$ cat src/hdl/bpeq_pkg.sv
// Shared types and constants for the bit-packed column equality scan.
// No dependencies; every other file in hdl/ imports this package.
package bpeq_pkg;

    localparam int LANES      = 32;
    localparam int LANE_BITS  = 5;
    localparam int INDEX_BITS = 10;
    localparam int WORD_BITS  = 32;
    localparam int WIDTH_BITS = 6;
    localparam int HIT_BITS   = 6;
    localparam int BLOCK_BITS = 11;
    localparam int TOTAL_BITS = 48;

    localparam logic [WIDTH_BITS-1:0] MAX_WIDTH = 6'd32;
    localparam logic [BLOCK_BITS-1:0] BLOCK_MAX = 11'd2047;
    localparam logic [TOTAL_BITS-1:0] TOTAL_MAX = {TOTAL_BITS{1'b1}};

    localparam logic REG_VALUE_WIDTH = 1'b0;
    localparam logic REG_MATCH_VALUE = 1'b1;

    typedef struct packed {
        logic last;
        logic active;
        logic block_end;
    } tag_t;

    function automatic logic [WORD_BITS-1:0] width_mask(input logic [WIDTH_BITS-1:0] w);
        logic [WORD_BITS-1:0] m;
        if (w >= MAX_WIDTH)
        begin
            m = {WORD_BITS{1'b1}};
        end
        else
        begin
            m = (WORD_BITS'(1) << w[4:0]) - WORD_BITS'(1);
        end
        return m;
    endfunction

endpackage

$ cat src/hdl/bpeq_carry_ram.sv
// Per-lane carry memory: one write port, one registered read port.
// Depends on bpeq_pkg. A read at the write address returns the old word.
module bpeq_carry_ram
    import bpeq_pkg::*;
(
    input  logic                 clk,
    input  logic                 wr_en,
    input  logic [LANE_BITS-1:0] wr_addr,
    input  logic [WORD_BITS-1:0] wr_data,
    input  logic                 rd_en,
    input  logic [LANE_BITS-1:0] rd_addr,
    output logic [WORD_BITS-1:0] rd_data
);

    logic [WORD_BITS-1:0] mem [LANES];
    logic [WORD_BITS-1:0] rd_data_reg;

    always_ff @(posedge clk)
    begin
        if (wr_en)
        begin
            mem[wr_addr] <= wr_data;
        end
        if (rd_en)
        begin
            rd_data_reg <= mem[rd_addr];
        end
    end

    assign rd_data = rd_data_reg;

endmodule

$ cat config.mk
export PLATFORM = sky130hd
export DESIGN_NAME = bpeq_carry_ram
export DESIGN_NICKNAME = d
export VERILOG_FILES = /design/src/hdl/bpeq_pkg.sv /design/src/hdl/bpeq_carry_ram.sv
export SDC_FILE = /design/constraint.sdc
export NUM_CORES = 1
export LEC_CHECK = 0
export BUFFER_PORTS_ARGS = -buffer_cell sky130_fd_sc_hd__buf_2
export CAP_MARGIN = 10
export CORE_MARGIN = 2
export CORE_UTILIZATION = 40
export DETAILED_ROUTE_END_ITERATION = 6
export GPL_TIMING_DRIVEN = 1
export PLACE_DENSITY_LB_ADDON = 0.3
export SYNTH_ARGS = -nofsm -noshare
export SYNTH_HDL_FRONTEND = slang
export SYNTH_SLANG_ARGS = --single-unit
$ cat constraint.sdc
create_clock -name clk -period 4.4 [get_ports clk]
set_input_delay 1.32 -clock clk [delete_from_list [all_inputs] [get_ports clk]]
set_output_delay 1.32 -clock clk [all_outputs]
set_load 0.1 [all_outputs]
# Word-level counts from Yosys, hierarchy flattened

Memories as Yosys holds them, arrays and structs flattened. A register that Yosys moved wholly into a read port is not among the register bits.
Cells that the tools add are included.

Bits in registers: 0
Memories: 1
Bits of input ports: 45
Bits in writable memories: 1024

Mux-type cells: 2

Memories:

| memory | depth | width | read ports | clocked after Yosys merged registers in | write ports | RTL line             | source |
|---|---|---|---|---|---|---|---|
| mem    | 32    | 32    | 1          | 1                                       | 1           | bpeq_carry_ram.sv:15 | `logic [WORD_BITS-1:0] mem [LANES];` |

Operators by type and width:

| kind             | count |
|---|---|
| 1-bit 2-to-1 mux | 2 |

# Depth between registers and ports, before layout

Gate-level depths: netlist of the first run.

Depth in word-level cells: 2
Gate-level depth with buffers: 8
Mapped depth without buffers: 5

# Worst setup path after synthesis of the first run

OpenSTA, ideal clock, no wires.

Kind: input to register
Start point: input wr_addr[1]
End point: memory mem[12][0] (enable)
Stages on the path: 3
Slack: 0.646 ns
Data required time: 3.979 ns
Data arrival time: 3.333 ns
Library setup time: 0.421 ns
Buffers on the path: 1
Path through: or3b_2 -> clkbuf_1 -> nor2_1

RTL lines:

| what            | RTL line             | source |
|---|---|---|
| start, declared | bpeq_carry_ram.sv:8  | `input logic [LANE_BITS-1:0] wr_addr,` |
| end, declared   | bpeq_carry_ram.sv:15 |  |

No word-level cell before the write port.

# Worst setup path after layout of the first run

Start point: register rd_data_reg[14] (netlist: rd_data[14]) (read register of mem)
End point: output rd_data[14]

RTL lines:

| what            | RTL line             | source |
|---|---|---|
| start, declared | bpeq_carry_ram.sv:16 | `logic [WORD_BITS-1:0] rd_data_reg;` |
| end, declared   | bpeq_carry_ram.sv:12 | `output logic [WORD_BITS-1:0] rd_data` |

No word-level cell between the ends.

==> Implementation_results.wiki, run 1 <==
{| class="wikitable"
! Metric !! Value
|-
| Startpoint-to-endpoint class of the critical path || reg -> out
|-
| Post-Synth Adder-Cell Area || 0
|-
| Fin crit share || 0.669
|-
| VDD IR max || between 0.2 and 0.3 mV
|-
| H-tree Lvls || 3
|-
| Setup tns final || 0 ns
|-
| Number of distinct library cells after synthesis || 24
|-
| Multi-input combinational cell area || 0.00861 mm^2
|-
| Critical path endpoint category || output pin
|-
| Nature of the critical path startpoint || register
|-
| Synthesized-area fraction occupied by ao, oa, aoi and oai cells || 0.0481
|-
| Critical path's slowest cell || edfxtp_1
|-
| I/O pin total || 77
|-
| Global routing usage summed across all routing layers || 0.199
|-
| Pin count of the biggest net entering global routing || 64
|-
| Combinational family with the most area after synthesis || multiplexers
|-
| Area of the core || 0.101 mm^2
|-
| CP required || 3.08 ns
|-
| Latest clock arrival within the worst-skew pair || about 0.68 ns
|-
| Power consumption || 21.3 mW
|-
| Synthesized-area fraction occupied by and/or/nand/nor cells || 0.0308
|-
| Post-Syn Area || 0.0408 mm^2
|-
| Area share of xor/xnor cells in the synthesized design || 0
|-
| Net count, final || about 2500
|-
| Final design utilization || 0.464
|-
| Static leakage power || 16.3 nW
|-
| Hold Path Class || reg -> reg
|-
| Area taken by flip-flops and latches || 0.0317 mm^2
|-
| Total iterations of the first detailed-routing run || 5
|-
| Maximum capacitance violations || 0
|-
| Worst slew pin tran || 0.891 ns
|-
| Top cells by area in the synthesized netlist || edfxtp_1, mux2i_1, a22oi_1
|-
| Fraction of layout instances using a drive strength above 1 || 0.148
|-
| Total grt overflow || 0
|-
| # Post-CTS Setup Buffers || 0
|-
| Register clock-pin slew on the reported worst setup and hold paths || around 0.06 ns
|-
| Total Die Area || roughly 0.10 mm^2
|-
| Root Buffer Master || clkbuf_16
|-
| Maximum fanout along the worst path || 2
|-
| Clock tree from TritonCTS || built
|-
| # fillers || 8464
|-
| Bufs on Longest Clock Path || 3
|-
| Largest stage delay on the critical path || 0.48 ns
|-
| Sum of net half-perimeters after detailed placement || 57.5 mm
|-
| Sequential cell area fraction in the yosys report || 0.777
|-
| Area grow syn2layout || 15.5%
|-
| Overall via count from detail_route || around 21000
|-
| Most common library cells after synthesis || edfxtp_1, mux2i_1, nand2_1, nand3_1
|-
| Average detailed-routed wire length per instance || 27.0 um
|-
| Global placer's final weighted congestion || just under 0.8
|-
| Power per cell area || roughly 450 mW/mm^2
|-
| Net Count, Synth || 2305
|-
| Remaining antenna violation count || 0
|-
| Max Clock Skew || between 0.02 and 0.025 ns
|-
| Clock tree sinks || 1056
|-
| IO Port Bufs || between 70 and 80
|-
| Remaining max-slew budget at the tightest pin || 0.404
|-
| Final hold violations || 0
|-
| Number of DRC markers after the initial detailed-route iteration || 2071
|-
| Ys Warns || 0
|-
| Antenna violations before repair || 11
|-
| Cells resized by post-CTS repair || 0
|-
| Leading register cell type out of synthesis || edfxtp_1
|-
| Via count normalized by instance count || 5.51
|-
| Post-Syn Area per Cell || between 15 and 20 um^2
|-
| Portion of netlist area occupied by mux cells || 0.126
|-
| Arrival @ worst endpoint || 1.62 ns
|-
| Worst-path cell chain || buf_2
|-
| Worst path bufs/invs || 1
|-
| Via count of the first global-routing pass || 21200
|-
| Number of rows in the core area || 117
|-
| Number of clock buffers inserted by TritonCTS || 103
|-
| RSZ-0062 raised after global routing || false
|-
| Die width || 323 um
|-
| #FFs+latches synth || about 1100
|-
| Number of flops mapped to enable cells by yosys || 1056
|-
| Min Tclk post-route || about 2.9 ns
|-
| First-pass GRT wire length || 148 mm
|-
| Fraction of synthesis flops using an asynchronous set or reset pin || 0
|-
| Flip-flop count of the largest register, all copies and words added || 1024
|-
| Achievable clock frequency || between 0.3 and 0.4 GHz
|-
| Post-cts hold buffer count || 0
|-
| DRC violations left || 0
|-
| Top-area cell type share of the netlist area || 0.777
|-
| Synth Instances || 2260
|-
| Post-synthesis cell type with the largest combined area || edfxtp_1
|-
| Total count of max-transition violations in the final report || 0
|-
| Most common cell in the netlist || edfxtp_1
|-
| Starting utilization of the core area || 0.402
|-
| Kind of cell adding the most delay to the critical path || flip-flops
|-
| Height of the die || 323 um
|-
| Wirelength, routed || 104 mm
|-
| Status || complete, no violations
|-
| Setup-violating endpoint count in the final report || 0
|}
where the power goes:
group          switching, mW  internal (mW)  total, mW
combinational          0.903          0.369       1.27
clock                   3.68           5.08       8.76
sequential            0.0491           11.2       11.3
metrics by stage:
stage          worst slack (ns)  hold WS (ns)  cell area (um^2)  std cells
2_1_floorplan             0.646         0.629             40800       2260
3_3_place_gp              0.894         0.663             43800       3685
3_5_place_dp              0.872         0.667             43800       3685
4_1_cts                    1.37         0.683             47100       3868
5_1_grt                    1.41         0.720             47100       3868
6_report                   1.46         0.674             47100       3869
cell families (layout without fill, tap and decap cells):
logic type	after synthesis	in the layout
other	0	1
multiplexers	512	512
flip-flops	1056	1056
AND/OR/NAND/NOR	277	277
AO/OA/AOI/OAI	288	288
buffers and inverters	127	367
layer usage:
metal  vias up  share of wire  global-route usage  wire, um
li1       9350              -                   -         -
met1     11100           0.42               0.262     43600
met2       729           0.50               0.337     51700
met3       156          0.063              0.0359      6600
met4        10          0.023              0.0575      2450
met5         -        0.00059                   0        62
cells in the final DEF (no fill, tap or decap), types with 32 or more instances in the layout:
| master | netlist | routed |
|---|---|---|
| edfxtp_1 | 1056 | 1056 |
| buf_12 | 0 | 44 |
| mux2i_1 | 512 | 512 |
| nand3_1 | 98 | 98 |
| nor2_4 | 0 | 33 |
| a22o_1 | 64 | 64 |
| a22oi_1 | 96 | 96 |
| nand2_1 | 98 | 97 |
| buf_2 | 26 | 75 |
| clkbuf_16 | 0 | 104 |
| a31oi_1 | 32 | 32 |
| a21oi_1 | 96 | 96 |
| buf_4 | 33 | 64 |
| nor3_1 | 32 | 32 |
tightest hold or removal path, cell delays in order, from the launching register on:
cell      delay (ns)
edfxtp_1        0.32
mux2i_1         0.07
nand2_1         0.06
nand3_1         0.06
nand3_1         0.08
area by class of cell:
class	count	area share
flip-flops and latches	1056	0.673
multi-input cells	1077	0.183
clock inverters	62	0.0141
diodes	1	0.0000531
well taps	1368	0.0363
repair buffers	184	0.0372
clock buffers	121	0.0566
path summary, 6_finish.rpt:
path	startpoint	end	slack (ns)	cells after the start
setup reg to reg	mem[3][23]	rd_data[23]	2.86	5
setup / recovery	rd_data[14]	rd_data[14]	1.46	1
hold reg to reg	mem[11][28]	rd_data[28]	0.67	4
hold / removal	mem[11][28]	rd_data[28]	0.67	4
Note: power is estimated with default switching activity, not from simulation.
==> run 2, diff against run 1 <==
- clock period: 4.4 -> 2.75 ns (I/O delays scaled with it)
==> run 2 against run 1 <==
Effect of this change:
- wire length fell by 0.68%
- register-to-register slack got worse by 1.8 ns
- sequential cell count unchanged
- largest cell class unchanged
- highest routed layer unchanged
==> Implementation_results.wiki, run 2 (synthesis results as in run 1) <==
{| class="wikitable"
! Metric !! Value
|-
| Reg-to-Reg Start || mem[4][7]
|-
| Clock tree sinks || 1056 (unchanged)
|-
| Worst slew pin tran || 0.649 ns (-0.242 ns)
|-
| Number of rows in the core area || 117 (unchanged)
|-
| Average detailed-routed wire length per instance || 26.6 um (-1.5%)
|-
| RSZ-0062 raised after global routing || false
|-
| Power consumption || 33.6 mW (+58%)
|-
| VDD IR max || 0.523 mV (+81%)
|-
| Achievable clock frequency || 0.410 GHz
|-
| Pin count of the biggest net entering global routing || 54 (-16%)
|-
| Startpoint-to-endpoint class of the critical path || reg -> out
|-
| Wirelength, routed || 104 mm (-0.68%)
|-
| Remaining antenna violation count || 0 (unchanged)
|-
| Maximum capacitance violations || 0 (unchanged)
|-
| Total iterations of the first detailed-routing run || 5 (unchanged)
|-
| Root Buffer Master || clkbuf_16
|-
| Max Clock Skew || 0.0144 ns (-0.00650 ns)
|-
| CP required || 1.93 ns (-1.15 ns)
|-
| Overall via count from detail_route || 21400 (+0.20%)
|-
| # fillers || 8434 (-0.35%)
|-
| Fraction of layout instances using a drive strength above 1 || 0.155 (+0.00734)
|-
| Flip-flop count of the largest register, all copies and words added || 1024 (unchanged)
|-
| First-pass GRT wire length || 148 mm (about the same)
|-
| Worst reg-to-reg path cell count || 5 (unchanged)
|-
| Reg-to-reg setup timing slack || 1.01 ns (-1.85 ns)
|-
| Area grow syn2layout || 16.4%
|-
| Worst path bufs/invs || 1 (unchanged)
|-
| Total grt overflow || 0 (unchanged)
|-
| Setup-violating endpoint count in the final report || 0 (unchanged)
|-
| Area of the core || 0.101 mm^2 (unchanged)
|-
| Latest clock arrival within the worst-skew pair || 0.65 ns (-0.03 ns)
|-
| Starting utilization of the core area || 0.402 (unchanged)
|-
| Static leakage power || 16.4 nW (+0.96%)
|-
| Height of the die || 323 um (unchanged)
|-
| Bufs on Longest Clock Path || 3 (unchanged)
|-
| Final design utilization || 0.468 (+0.00376)
|-
| Remaining max-slew budget at the tightest pin || 0.567 (+0.163)
|-
| H-tree Lvls || 3 (unchanged)
|-
| Arrival @ worst endpoint || 1.61 ns (about the same)
|-
| Via count normalized by instance count || 5.48 (-0.60%)
|-
| Kind of cell adding the most delay to the critical path || buffers and inverters
|-
| Cells resized by post-CTS repair || 0 (unchanged)
|-
| Number of DRC markers after the initial detailed-route iteration || 1990 (-3.9%)
|-
| Total count of max-transition violations in the final report || 0 (unchanged)
|-
| Sum of net half-perimeters after detailed placement || 54.9 mm (-4.4%)
|-
| Inst Count DP || 3708 (+0.62%)
|-
| Status || complete, no violations
|-
| Nature of the critical path startpoint || register
|-
| Die width || 323 um (unchanged)
|-
| Global placer's final weighted congestion || 0.754 (-4.5%)
|-
| Cell area reported after detailed placement || 0.0443 mm^2 (+1.1%)
|-
| Total Die Area || 0.105 mm^2 (unchanged)
|-
| IO Port Bufs || 76 (unchanged)
|-
| Most frequent standard cell in the layout excluding fill and tap cells || edfxtp_1
|-
| Final hold violations || 0 (unchanged)
|-
| Antenna violations before repair || 7 (-4)
|-
| Endpoint of the worst register-to-register path || rd_data[7]
|-
| DRC violations left || 0 (unchanged)
|-
| Fin crit share || 0.887
|-
| Clock tree from TritonCTS || built
|-
| Number of clock buffers inserted by TritonCTS || 103 (unchanged)
|-
| Hold wc startpoint || wr_data[19]
|-
| Post-route cell area || 0.0475 mm^2 (+0.81%)
|-
| Via count of the first global-routing pass || 21400 (+0.95%)
|-
| Worst-path cell chain || buf_2
|-
| Non-filler cells, final || 3900 (+0.80%)
|-
| Register clock-pin slew on the reported worst setup and hold paths || 0.06 ns (about the same)
|-
| Hold path endpoint || mem[11][19]
|-
| Net count, final || 2490 (+0.93%)
|-
| Critical path endpoint category || output pin
|-
| Critical path's slowest cell || buf_2
|-
| Power per cell area || 707 mW/mm^2 (+56%)
|-
| # Post-CTS Setup Buffers || 0 (unchanged)
|-
| Maximum fanout along the worst path || 1 (-1)
|-
| Min Tclk post-route || 2.44 ns
|-
| Commonest cells after routing, fill and taps aside || edfxtp_1, mux2i_1, clkbuf_16
|-
| Global routing usage summed across all routing layers || 0.198 (-0.000898)
|-
| Largest stage delay on the critical path || 0.48 ns (about the same)
|-
| I/O pin total || 77 (unchanged)
|-
| Hold Path Stages || 1 (-3)
|-
| Hold Path Class || in -> reg
|-
| Post-cts hold buffer count || 0 (unchanged)
|}
[run 2: how the worst max path moves through the flow]
stage                from          to  slack (ns)  cells after the start
2_1_floorplan  wr_addr[1]  mem[12][0]       -0.51                      3
3_3_place_gp   rd_addr[0]  rd_data[7]       -0.09                      8
3_5_place_dp   rd_addr[0]  rd_data[7]       -0.07                      8
4_1_cts        rd_data[4]  rd_data[4]        0.24                      1
5_1_grt        rd_data[4]  rd_data[4]        0.27                      1
6_report       rd_data[4]  rd_data[4]        0.31                      1
[run 2: final cells by class]
class                           instances  area [um^2]  area share
Clock inverter                         60          482      0.0101
Multi-Input combinational cell       1077         8610       0.181
Tap cell                             1368         1710      0.0360
Clock buffer                          130         2740      0.0577
Timing Repair Buffer                  207         2240      0.0471
Sequential cell                      1056        31700       0.668
Antenna cell                            2         5.00    0.000105
[run 2: routing by layer]
metal / routed length, um / track usage / up-vias / part of all wire
met5: 54 / 0 / - / 0.00052
met3: 6070 / 0.0292 / 191 / 0.058
met2: 50800 / 0.331 / 716 / 0.49
met4: 3630 / 0.0767 / 10 / 0.035
met1: 43100 / 0.261 / 11000 / 0.42
li1: - / - / 9401 / -
[run 2: power breakdown]
part / total (mW) / internal (mW) / switching (mW) / leakage, nW
Clock: 13.5 / 7.70 / 5.77 / 1.58
Combinational: 2.05 / 0.620 / 1.43 / 5.29
Sequential: 18.0 / 18.0 / 0.0820 / 9.54
[run 2: stage by stage]
| step | TNS [ns] | worst slack (ns) | hold slack, ns |
|---|---|---|---|
| final | 0 | 0.312 | 0.653 |
| after global routing | 0 | 0.273 | 0.652 |
| after CTS | 0 | 0.235 | 0.618 |
| after detailed placement | -0.0682 | -0.0682 | 0.656 |
| after global placement | -0.0942 | -0.0942 | 0.652 |
| after floorplan | -251.39 | -0.509 | 0.629 |
