===== src/hdl/bpeq_pkg.sv =====
// Shared types and constants for the bit-packed column equality scan.
// No dependencies; every other file in hdl/ imports this package.
package bpeq_pkg;

    localparam int LANES      = 32;
    localparam int LANE_BITS  = 5;
    localparam int INDEX_BITS = 10;
    localparam int WORD_BITS  = 32;
    localparam int WIDTH_BITS = 6;
    localparam int HIT_BITS   = 6;
    localparam int BLOCK_BITS = 11;
    localparam int TOTAL_BITS = 48;

    localparam logic [WIDTH_BITS-1:0] MAX_WIDTH = 6'd32;
    localparam logic [BLOCK_BITS-1:0] BLOCK_MAX = 11'd2047;
    localparam logic [TOTAL_BITS-1:0] TOTAL_MAX = {TOTAL_BITS{1'b1}};

    localparam logic REG_VALUE_WIDTH = 1'b0;
    localparam logic REG_MATCH_VALUE = 1'b1;

    typedef struct packed {
        logic last;
        logic active;
        logic block_end;
    } tag_t;

    function automatic logic [WORD_BITS-1:0] width_mask(input logic [WIDTH_BITS-1:0] w);
        logic [WORD_BITS-1:0] m;
        if (w >= MAX_WIDTH)
        begin
            m = {WORD_BITS{1'b1}};
        end
        else
        begin
            m = (WORD_BITS'(1) << w[4:0]) - WORD_BITS'(1);
        end
        return m;
    endfunction

endpackage


===== src/hdl/bpeq_count.sv =====
// Hit count, block and total accumulation, and the result register.
// Depends on bpeq_pkg; fed by bpeq_match.
module bpeq_count
    import bpeq_pkg::*;
(
    input  logic                  clk,
    input  logic                  rst_n,
    input  logic                  s2_valid,
    input  tag_t                  s2_tag,
    input  logic [LANES-1:0]      s2_hits,
    output logic                  advance,
    output logic                  out_valid,
    input  logic                  out_ready,
    output logic [TOTAL_BITS-1:0] match_count
);

    logic                  s3_valid_reg;
    tag_t                  s3_tag_reg;
    logic [HIT_BITS-1:0]   s3_hits_reg;
    logic [HIT_BITS-1:0]   hits_next;
    logic [BLOCK_BITS-1:0] block_reg;
    logic [BLOCK_BITS-1:0] block_next;
    logic [BLOCK_BITS:0]   block_sum;
    logic [TOTAL_BITS-1:0] total_reg;
    logic [TOTAL_BITS-1:0] total_next;
    logic [TOTAL_BITS:0]   total_sum;
    logic                  out_valid_reg;
    logic [TOTAL_BITS-1:0] count_reg;
    logic                  retire;

    always_comb
    begin
        hits_next = '0;
        for (int i = 0; i < LANES; i++)
        begin
            hits_next = hits_next + HIT_BITS'(s2_hits[i]);
        end
    end

    assign advance = !(s3_valid_reg && s3_tag_reg.last && out_valid_reg && !out_ready);
    assign retire  = advance && s3_valid_reg;

    always_comb
    begin
        block_sum  = {1'b0, block_reg} + (BLOCK_BITS+1)'(s3_hits_reg);
        block_next = block_sum[BLOCK_BITS] ? BLOCK_MAX : block_sum[BLOCK_BITS-1:0];
        total_sum  = {1'b0, total_reg} + (TOTAL_BITS+1)'(block_next);
        total_next = total_sum[TOTAL_BITS] ? TOTAL_MAX : total_sum[TOTAL_BITS-1:0];
    end

    always_ff @(posedge clk or negedge rst_n)
    begin
        if (!rst_n)
        begin
            s3_valid_reg  <= 1'b0;
            block_reg     <= '0;
            total_reg     <= '0;
            out_valid_reg <= 1'b0;
        end
        else
        begin
            if (advance)
            begin
                s3_valid_reg <= s2_valid;
            end
            if (retire && s3_tag_reg.last)
            begin
                out_valid_reg <= 1'b1;
            end
            else if (out_ready)
            begin
                out_valid_reg <= 1'b0;
            end
            if (retire)
            begin
                if (s3_tag_reg.last)
                begin
                    block_reg <= '0;
                    total_reg <= '0;
                end
                else if (s3_tag_reg.active)
                begin
                    if (s3_tag_reg.block_end)
                    begin
                        block_reg <= '0;
                        total_reg <= total_next;
                    end
                    else
                    begin
                        block_reg <= block_next;
                    end
                end
            end
        end
    end

    always_ff @(posedge clk)
    begin
        if (advance)
        begin
            s3_tag_reg  <= s2_tag;
            s3_hits_reg <= hits_next;
        end
        if (retire && s3_tag_reg.last)
        begin
            if (!s3_tag_reg.active)
            begin
                count_reg <= '0;
            end
            else if (s3_tag_reg.block_end)
            begin
                count_reg <= total_next;
            end
            else
            begin
                count_reg <= total_reg;
            end
        end
    end

    assign out_valid   = out_valid_reg;
    assign match_count = count_reg;

endmodule

===== config.mk =====
export PLATFORM = sky130hd
export DESIGN_NAME = bpeq_count
export DESIGN_NICKNAME = d
export VERILOG_FILES = /design/src/hdl/bpeq_pkg.sv /design/src/hdl/bpeq_count.sv
export SDC_FILE = /design/constraint.sdc
export NUM_CORES = 1
export LEC_CHECK = 0
export ABC_AREA = 1
export BUFFER_PORTS_ARGS = -buffer_cell sky130_fd_sc_hd__buf_2
export CORE_UTILIZATION = 56
export CTS_BUF_LIST = sky130_fd_sc_hd__clkbuf_2
export CTS_CLUSTER_SIZE = 40
export DETAILED_ROUTE_END_ITERATION = 7
export PLACE_DENSITY_LB_ADDON = 0.05
export SLEW_MARGIN = 20
export SYNTH_ARGS = -nofsm -noshare
export SYNTH_HDL_FRONTEND = slang
export SYNTH_SLANG_ARGS = --single-unit

===== constraint.sdc =====
create_clock -name clk -period 3.55 [get_ports clk]
set_clock_uncertainty 0.15 [all_clocks]
set_input_delay 0 -clock clk [delete_from_list [all_inputs] [get_ports clk]]
set_output_delay 0 -clock clk [all_outputs]
set_load 0.005 [all_outputs]

Word level (Yosys, flattened, before mapping)
Cells that the tools add are included.

word-level totals
  bits in registers = 118
  bits of input ports = 39
  output and inout bits = 50
  logic and storage cells = 62

operators by class
  add/sub/neg operators = 33
  mux-type cells = 10
  reductions and logical operators = 10

operators by type and width
  kind                     number
  2-to-1 mux 48 bit        4
  adder 6 x 1 -> 6 bit     26
  adder 48 x 11 -> 49 bit  1
  2-to-1 mux 11 bit        4
  adder 11 x 6 -> 12 bit   1
  adder 5 x 1 -> 6 bit     1
  adder 4 x 1 -> 5 bit     1
  logical AND 1 bit        5
  adder 3 x 1 -> 4 bit     1
  nonzero test 2 bit       2
  adder 2 x 1 -> 3 bit     1
  adder 1 x 1 -> 2 bit     1
  zero test 1 bit          2
  2-to-1 mux 1 bit         2
  AND reduction 2 bit      1

Depth between registers and ports, before layout
Gate-level depths: netlist of the first run.

  depth after elaboration = 31
  mapped depth = 25
  depth with buffers taken out = 25

Worst setup path before layout of the first run
OpenSTA, ideal clock, no wires.

  path type = input -> register
  start point = input s2_hits[0]
  end point = register s3_hits_reg[5] (data pin)
  library setup time = 254 ps
  arrival time = 3929 ps
  data required time = 3146 ps
  setup slack = -783 ps
  stages on the path = 16
  path buffers = 0
  cells stage by stage = fa_1 inv_1 fa_1 inv_1 fa_1 fa_1 fa_1 inv_1 fa_1 inv_1 ha_1 a21oi_1 inv_1 a31oi_1 nor2_1 o21a_1

between the ends
  cells in the longest elaborated chain, start to end = 31

RTL lines
  element                              RTL line           text
  from (decl)                          bpeq_count.sv:10   input logic [LANES-1:0] s2_hits,
  adder 1 x 1 -> 2 bit                 bpeq_count.sv:36   hits_next = hits_next + HIT_BITS'(s2_hits[i]);
  adder 2 x 1 -> 3 bit                 bpeq_count.sv:36
  adder 3 x 1 -> 4 bit                 bpeq_count.sv:36
  adder 4 x 1 -> 5 bit                 bpeq_count.sv:36
  adder 5 x 1 -> 6 bit                 bpeq_count.sv:36
  adder 6 x 1 -> 6 bit (26 in series)  bpeq_count.sv:36
  net hits_next[5]                     bpeq_count.sv:20   logic [HIT_BITS-1:0] hits_next;
  to (signal assigned)                 bpeq_count.sv:102  s3_hits_reg <= hits_next;
  to (decl)                            bpeq_count.sv:19   logic [HIT_BITS-1:0] s3_hits_reg;

The timed path passes the listed nets, and every way through them passes these cells.
A chain may end at the register's enable or synchronous reset.

Final worst setup path of the first run
  start point = input s2_hits[21]
  end point = register s3_hits_reg[4] (data pin)

between the ends
  cells in the longest elaborated chain, start to end = 11

RTL lines
  element                              RTL line
  adder 6 x 1 -> 6 bit (11 in series)  bpeq_count.sv:36
  net hits_next[4]                     bpeq_count.sv:20

The timed path passes the listed nets, and every way through them passes these cells.

==> results of run 1 <==
-- final cells by class --
| class | count | area (um^2) |
|---|---|---|
| clock inverter | 15 | 152.6 |
| timing repair buffer | 216 | 1632 |
| sequential | 118 | 3238 |
| fill | 1025 | 3087 |
| inverter | 171 | 641.9 |
| tap | 180 | 225.2 |
| multi-input combinational | 767 | 5035 |
| clock buffer | 17 | 85.08 |
-- placed cells by master, fill, tap and decap left out, drive strengths merged --
cell type / count
inv: 175
edfxtp: 57
ha: 24
bufinv: 2
xnor2: 4
nor3b: 1
nor3: 15
nor2: 89
buf: 197
clkinvlp: 4
clkinv: 5
nand3b: 7
nand4: 24
o21bai: 7
a22oi: 1
nand3: 92
and2: 9
a31oi: 7
nor4: 2
fa: 26
o22ai: 1
dfrtp: 61
xor2: 8
dlygate4sd3: 17
or2: 2
o21a: 1
clkbuf: 19
or3: 1
a21oi: 35
o21ai: 34
nand2: 377
-- power by group through the flow --
stage               logic [mW]  registers, mW  clock network (mW)
floorplan                 1.84           1.73                   0
global placement          2.74           1.77                   0
detailed placement        2.88           1.76                   0
CTS                       3.30           1.75               0.907
global route              4.18           1.76               0.976
finish                    3.77           1.75               0.894
-- how the worst min path moves through the flow --
stage                     slack [ns]                  endpoint        from
final                           0.07  s3_hits_reg[0]$_DFFE_PN_  s2_hits[8]
after global routing            0.04  s3_hits_reg[0]$_DFFE_PN_  s2_hits[8]
after CTS                       0.04  s3_hits_reg[1]$_DFFE_PN_  s2_hits[6]
after detailed placement       -0.02  block_reg[1]$_DFFE_PN0P_       rst_n
after global placement         -0.03  block_reg[1]$_DFFE_PN0P_       rst_n
after floorplan                -0.45  block_reg[0]$_DFFE_PN0P_       rst_n
-- per-stage QoR --
stage,setup TNS [ns],worst slack [ns],cells
after floorplan,-2.748,-0.6956,1080
after global placement,-27.27,-0.8701,1405
after detailed placement,-27.95,-0.9550,1405
after CTS,-8.170,-0.1541,1469
after global routing,-30.22,-0.4584,1484
final,-10.99,-0.2554,1484
-- cells by family (layout without fill, tap and decap cells) --
kind of cell / Yosys count / after routing / synth area share [%]
compound gates: 86 / 86 / 6.153
flops: 118 / 118 / 39.51
xor+xnor: 12 / 12 / 1.282
simple gates: 615 / 619 / 33.30
fa+ha+maj: 50 / 50 / 10.02
buf+inv: 199 / 419 / 9.740
-- tightest hold or removal path, stage by stage --
cell,delay (ns)
sky130_fd_sc_hd__buf_2,0.10
sky130_fd_sc_hd__inv_1,0.08
sky130_fd_sc_hd__fa_2,0.21
sky130_fd_sc_hd__fa_1,0.17
sky130_fd_sc_hd__inv_2,0.05
sky130_fd_sc_hd__ha_4,0.20
-- metal layers --
metal  global-route usage [%]  vias up  wire (um)
li1                         -     3854          -
met3                    5.812       69       1485
met5                        0        -          0
met2                    51.79      321      11260
met1                    42.29     3812      10190
met4                    10.24        0        733
-- repair_timing --
action,in CTS,in global routing
pin swaps,35,51
setup endpoints to repair,100,101
hold buffers,17,2
gates cloned,3,3
resized for setup,84,118
setup buffers,12,14
hold endpoints to repair,139,1
==> impl_summary.md, run 1 <==
Power and ir drop
The cell-internal power is 3.843 mW. The total power per unit cell area is 582.6 mW/mm^2. Summed over all cells, the static leakage comes to 5.376 nW.

The share of power burned in combinational logic is 58.8%. The clock network burns 13.9% of the power. Sequential cells account for 27.3% of the total power.

The share of total power consumed by net switching is 40.09%. The power after layout is 6.414 mW. The worst-case IR drop observed on VDD is 661.3 uV. The power dissipated by switching net loads is 2.571 mW.

Setup path
Setup slack on the worst reg-to-reg path comes out at -0.22 ns. Tracing the worst setup path back leads to its startpoint at s2_hits[21]. In this run the worst setup path terminates at s3_hits_reg[4]$_DFFE_PN_.

The number of cells on the critical path is 15. The capture instance of the worst register-to-register path is match_count[21]$_SDFFCE_PN0P_. On the worst path, the slowest cell contributes a delay of 0.56 ns. Counting stages on the worst path, the most repeated cell is sky130_fd_sc_hd__fa_2. The worst endpoint required time is 3.91 ns. The type of element launching the critical path is an input port.

The startpoint-to-endpoint class of the critical path is input port to register. The origin of the critical flop-to-flop path is s3_hits_reg[0]$_DFFE_PN_. The largest individual stage delay along the critical path comes from the cell sky130_fd_sc_hd__fa_2. The largest fanout on the critical path is 2. Counting cells, the worst reg-to-reg path comes to 24. Traced cell by cell, the critical path runs through buf_6 -> fa_1 -> inv_2 -> fa_2 -> fa_2 -> fa_1 -> fa_2 -> fa_1 -> inv_2 -> ha_4 -> fa_2 -> a21oi_2 -> nor2_1 -> nor2_1 -> xnor2_1. The endpoint class of the critical path is a register. At the worst endpoint, the arrival time is 4.16 ns. The family with the most delay on the worst path is adder cells. The critical path contains buffers and inverters numbering 3 combined.

CTS
The number of H-tree branching levels is 4. The buffer levels on the longest clock path is 2. Counting every sink on the clock net gives 118. The root buffer cell is sky130_fd_sc_hd__clkbuf_2. The clock tree from TritonCTS is built.

Clock-pin slew was measured on the worst setup and hold paths at 0.20 ns. The number of clock buffers added by TritonCTS is 17. The source-to-sink clock delay at the later pin of the worst-skew pair is 0.73 ns.

Timing
Setup repair after global routing could not meet its margin everywhere. At the pin with the least slew margin, the transition time is 0.9684 ns. The final hold violation count is 0. The worst-case setup margin in the final layout is -0.2554 ns. Across all hold checks on the routed design, the worst slack comes to 0.06626 ns. After layout, the worst path uses 107.2% of the clock period. The time the worst path needs with I/O delays and setup is 3.805 ns. Setup violations remaining at the end of the flow were counted as 91. The number of max-slew violations in the final report is 0. The worst relative slew slack is 35.44%. The maximum clock frequency is 0.2628 GHz.

Drt
The detail-routed net length per standard cell is 15.95 um. Dividing the detail-routed via count by the number of cells gives 5.429. Once detail routing completed, the nets flagged for antenna violations numbered 0.

After the first detailed-routing iteration, the DRC count stood at 730. Summing over every cut layer, the via total after detailed routing is 8056. The pre-antenna-repair detailed-routing pass consisted of 5 iterations.

After detailed routing, the number of remaining DRC violations is 0. The total wire length is 23660 um.

Finish
The post-route netlist has 34.05% of its cells at a drive strength greater than 1. 0 antenna diodes ended up in the layout. After routing the design area is 0.01101 mm^2. The final layout net count is 1380. The growth of design area from synthesis to finish is 34.34%.

Measured on the finished design, the core utilization comes to 78.10%.

GRT
The first global-routing pass estimated 36110 um of wire. The total track usage is 31.57%. Entering global routing, the biggest net connects 49 pins. For this run the aggregate overflow at the end of global routing stands at 0.

The via count of the first global-routing pass is 7504. The number of antenna violations at the first check in global routing is 0.

Yosys
Sequential elements use 39.51% of the synthesized area. Among all cell types in the netlist, the one instantiated most often is sky130_fd_sc_hd__nand2_1. After synthesis, the share of flip-flops with an asynchronous set or reset is 51.69%. Ranked by instance count, the synthesized netlist is headed by sky130_fd_sc_hd__nand2_1, sky130_fd_sc_hd__inv_1, sky130_fd_sc_hd__nor2_1. The cell count after synthesis came out at 1080.

Summed over all instances, the cell type with the most area after synthesis is sky130_fd_sc_hd__edfxtp_1. The net count of the mapped netlist is 1169. The mean post-synth cell area is 7.588 um^2. The prevailing post-synth register cell is sky130_fd_sc_hd__dfrtp_1. The number of distinct library cells after synthesis is 41.

The count of synthesis-stage warnings from yosys is 0. Summing every instance area after synthesis gives 0.008195 mm^2. The synthesis-stage register bit count is 118. Counting flops with a built-in enable in the synthesized netlist gives 57. The share of synthesized area in the top cell type comes to 20.89%. Sorting the synthesized cells by area gives the leading types as sky130_fd_sc_hd__edfxtp_1, sky130_fd_sc_hd__dfrtp_1, sky130_fd_sc_hd__nand2_1.

Floorplan
In this run the count of I/O pins placed on the die edge is 89. The standard cell core area is 0.01410 mm^2. The width of the die is 123.0 um.

From bottom edge to top edge, the die measures 123.0 um. The initialized floorplan defines 43 standard-cell rows. The floorplan step defined a die boundary enclosing 0.01512 mm^2. Once the floorplan was initialized, standard cells occupied 58.14% of the core.

Hold path
The cell depth of the worst min-delay path is 6. In this run the worst hold path is classified as input port to register.

Placed design
The post-detailed-placement half-perimeter wirelength is 15750 um. The quantity of I/O buffers inserted on ports is 88. Once placement finished, the instance area stood at 0.009418 mm^2. The congestion estimate from routability-driven global placement came to 0.9089.

Flow run
The number of maximum-capacitance violations is 0.

Run status
The final reports fail on negative setup slack. The flow ran to the end, but the final reports show violations.
(Power assumes the default switching activity.)
==> inputs of run 2 (changes only) <==
--- a/config.mk
+++ b/config.mk
@@ -7,8 +7,9 @@
 export LEC_CHECK = 0
 export ABC_AREA = 1
 export BUFFER_PORTS_ARGS = -buffer_cell sky130_fd_sc_hd__buf_2
+export CAP_MARGIN = 20
 export CORE_UTILIZATION = 56
-export CTS_BUF_LIST = sky130_fd_sc_hd__clkbuf_2
+export CTS_BUF_LIST = sky130_fd_sc_hd__clkbuf_4 sky130_fd_sc_hd__clkbuf_8
 export CTS_CLUSTER_SIZE = 40
 export DETAILED_ROUTE_END_ITERATION = 7
 export PLACE_DENSITY_LB_ADDON = 0.05
==> impl_summary.md, run 2 (same netlist as run 1, synthesis figures left out) <==
Run status
The flow ran to the end, but the final reports show violations. The checks that failed: negative setup slack.

Floorplan
Row generation in the floorplan step produced 43 rows. From bottom edge to top edge, the die measures 123.0 um. The region available for standard cell placement spans 0.01410 mm^2. The width of the die is 123.0 um. The floorplan step defined a die boundary enclosing 0.01512 mm^2.

The initial core utilization is 58.14%. During I/O placement, the number of pins put on the boundary was 89.

Setup path
The worst register-to-register path begins at s3_hits_reg[0]$_DFFE_PN_. At the worst endpoint, the required time is 3.60 ns. The family with the most delay on the worst path is adder cells. Among all stages on the critical path, the largest delay is contributed by sky130_fd_sc_hd__fa_1. The capture instance of the worst register-to-register path is match_count[3]$_SDFFCE_PN0P_. The number of cells on the critical path is 15. For the worst setup path, the data arrival time is 4.11 ns. By startpoint and endpoint, the worst setup path is classified as input port to register. The peak per-stage delay on the critical path is 0.55 ns. For flop-to-flop paths, the worst setup slack is -0.32 ns. Walking the worst path, the cells encountered are buf_6 -> fa_1 -> inv_2 -> fa_2 -> fa_2 -> fa_1 -> fa_1 -> fa_1 -> inv_2 -> ha_4 -> fa_2 -> a21oi_2 -> nor2_1 -> nor2_1 -> xnor2_1. The most critical setup path has its startpoint at s2_hits[0]. The endpoint class of the critical path is a register. Counting cells, the worst reg-to-reg path comes to 19. The combined buffer and inverter count along the critical path is 3. The most numerous cell on the critical path is sky130_fd_sc_hd__fa_1. The end point of the critical path is s3_hits_reg[4]$_DFFE_PN_. The largest fanout on the critical path is 2. The type of element launching the critical path is an input port.

Timing
After layout, the worst path uses 114.4% of the clock period. Once routing completed, OpenROAD measured the worst setup slack at -0.5099 ns. Headroom to the max-slew limit came out at 27.48%. Timing would allow up to 0.2463 GHz. The sum of negative setup slack is -17.30 ns.

Setup repair after global routing could not meet its margin everywhere. The final hold violation count is 0. After layout, the minimum clock period comes to 4.060 ns.

The number of max-slew violations in the final report is 0. The number of setup violations in the final report is 99. At the pin with the least slew margin, the transition time is 1.088 ns.

Placed design
The quantity of I/O buffers inserted on ports is 88. Routability-driven placement finished with a final weighted congestion of 0.9089. Detailed placement ended at an HPWL of 15750 um.

Drt
Dividing the detail-routed wire length by the instance count gives 16.88 um. The detail route stage leaves a number of antenna-violating nets equal to 0. The number of vias after detailed routing is 8239. The initial detailed-routing violation count is 754. The number of optimization iterations in the first detailed-route pass is 5. In the routed design, unresolved DRC markers number 0. Using the TritonRoute via totals, the vias-per-cell ratio works out to 5.567. The final layout contains routed wiring with a total length of 24980 um.

Finish
The most common library cell in the layout ignoring fill and taps is sky130_fd_sc_hd__nand2_1. The area of the multi-input gates is 0.005408 mm^2. The repair_antennas step left the layout with diodes totalling 0. The growth of design area from synthesis to finish is 40.89%. The proportion of layout cells with a drive suffix above 1 is 39.62%. Fill cells in the final layout number 927. In the layout the commonest cells are sky130_fd_sc_hd__nand2_1, sky130_fd_sc_hd__inv_1, sky130_fd_sc_hd__buf_2. The area of all sequential standard cells is 0.003238 mm^2. The share of the core filled with cells in the final layout is 81.91%. For this run, the post-layout net count is 1376.

Power and ir drop
Dividing total power by cell area gives a power density of 600.7 mW/mm^2. In this run the power spent charging and discharging nets is 2.730 mW. Of the total power, registers draw 25.3%. Net switching is 39.36% of the power. Summed over all cells, the static leakage comes to 5.562 nW. The maximum VDD drop is 649.4 uV. The internal power of the cells totals 4.206 mW.

The share of power burned in combinational logic is 56.9%. The clock network accounts for 17.8% of the total power.

CTS
The buffer levels on the longest clock path is 2. The source-to-sink clock delay at the later pin of the worst-skew pair is 0.46 ns. CTS saw 118 sinks. The number of H-tree branching levels is 4. The clock tree from TritonCTS is built. The root buffer cell is sky130_fd_sc_hd__clkbuf_8. Clock-pin slew was measured on the worst setup and hold paths at 0.07 ns.

In this run, CTS created clock tree buffers numbering 17.

GRT
The met2 usage is 56.57%. The via count of the first global-routing pass is 8024. The number of antenna violations at the first check in global routing is 0. The met3 track demand over resource is 7.518%. The overall overflow remaining after global route is 0.

The wire length of the first global-routing pass is 39260 um. The most utilized layer in the global route result is met2. The pin count of the biggest net entering global routing is 49.

Global routing consumed, on the met1 layer, 44.09% of the routing resources. In the global route stage, overall resource usage came out at 34.25%.

Hold path
The worst hold path belongs to the class input port to asynchronous set/reset pin.

Flow run
Across the run, the number of max-cap violations was 0.
-- run 2: cell types whose count changed in the layout (fill, tap and decap cells not counted), moves of 10 or more --
cell and delta:
sky130_fd_sc_hd__buf_4 -11, sky130_fd_sc_hd__buf_6 +20, sky130_fd_sc_hd__nand2_4 +11, sky130_fd_sc_hd__nand2_2 +32, sky130_fd_sc_hd__clkbuf_8 +17, sky130_fd_sc_hd__dlygate4sd3_1 -10
sky130_fd_sc_hd__clkbuf_2 -17, sky130_fd_sc_hd__nand2_1 -45
-- run 2: power groups by stage --
stage	Combinational, mW	Sequential [mW]	Clock, mW
2_1_floorplan	1.84	1.73	0
3_3_place_gp	2.74	1.77	0
3_5_place_dp	2.88	1.76	0
4_1_cts	3.38	1.75	1.24
5_1_grt	4.34	1.77	1.30
6_report	3.95	1.75	1.24
-- run 2: repair_timing --
item / CTS / global route
gates resized for setup: 193 / 130
pin swaps: 89 / 78
endpoints found under the hold margin: 39 / 0
gates cloned: 7 / 0
buffers inserted: 19 / 15
endpoints found under the setup margin: 101 / 101
hold buffers: 7 / 0
-- run 2: layout make-up --
| cell class | instances | area share (%) |
|---|---|---|
| inverter | 171 | 5.602 |
| clock buffer | 17 | 2.026 |
| multi-input combinational | 767 | 46.84 |
| tap | 180 | 1.951 |
| timing repair buffer | 212 | 14.22 |
| clock inverter | 15 | 1.322 |
| sequential | 118 | 28.05 |
-- run 2: how the worst min path moves through the flow --
stage	depth (start not counted)	from	endpoint
after detailed placement	1	rst_n	block_reg[1]$_DFFE_PN0P_
after global routing	2	rst_n	block_reg[1]$_DFFE_PN0P_
after floorplan	0	rst_n	block_reg[0]$_DFFE_PN0P_
final	2	rst_n	block_reg[1]$_DFFE_PN0P_
after CTS	2	rst_n	block_reg[1]$_DFFE_PN0P_
after global placement	1	rst_n	block_reg[1]$_DFFE_PN0P_
-- run 2: worst register-to-register path, cell delays in order, from the launching register on --
cell and delay, ns:
sky130_fd_sc_hd__edfxtp_1 0.45, sky130_fd_sc_hd__ha_4 0.20, sky130_fd_sc_hd__fa_2 0.40, sky130_fd_sc_hd__nand3_2 0.09, sky130_fd_sc_hd__nand2_2 0.05, sky130_fd_sc_hd__or2_2 0.27, sky130_fd_sc_hd__a21oi_1 0.21, sky130_fd_sc_hd__inv_1 0.11
sky130_fd_sc_hd__ha_4 0.30, sky130_fd_sc_hd__nand2_1 0.09, sky130_fd_sc_hd__inv_2 0.12, sky130_fd_sc_hd__nand2_4 0.07, sky130_fd_sc_hd__nor2_4 0.10, sky130_fd_sc_hd__nand2_2 0.06, sky130_fd_sc_hd__nand3_4 0.09, sky130_fd_sc_hd__nand3_4 0.09
sky130_fd_sc_hd__nor2_4 0.22, sky130_fd_sc_hd__nand2_8 0.16, sky130_fd_sc_hd__buf_16 0.23, sky130_fd_sc_hd__a21oi_2 0.21
-- run 2: metrics by stage --
stage / cell area, um^2 / hold WS, ns / total power [mW] / cells / setup WS, ns
after floorplan: 8238 / -0.4456 / 3.578 / 1080 / -0.6956
after global placement: 9418 / -0.03191 / 4.510 / 1405 / -0.8701
after detailed placement: 9418 / -0.02485 / 4.648 / 1405 / -0.9550
after CTS: 10950 / 0.03053 / 6.369 / 1469 / -0.4383
after global routing: 11550 / 0.09641 / 7.405 / 1480 / -0.6007
final: 11550 / 0.02005 / 6.935 / 1480 / -0.5099
-- run 2: per-layer routing --
| layer | routed length, um | up-vias |
|---|---|---|
| met1 | 10320 | 3935 |
| met4 | 747 | 0 |
| li1 | - | 3857 |
| met3 | 1864 | 76 |
| met5 | 0 | - |
| met2 | 12040 | 371 |
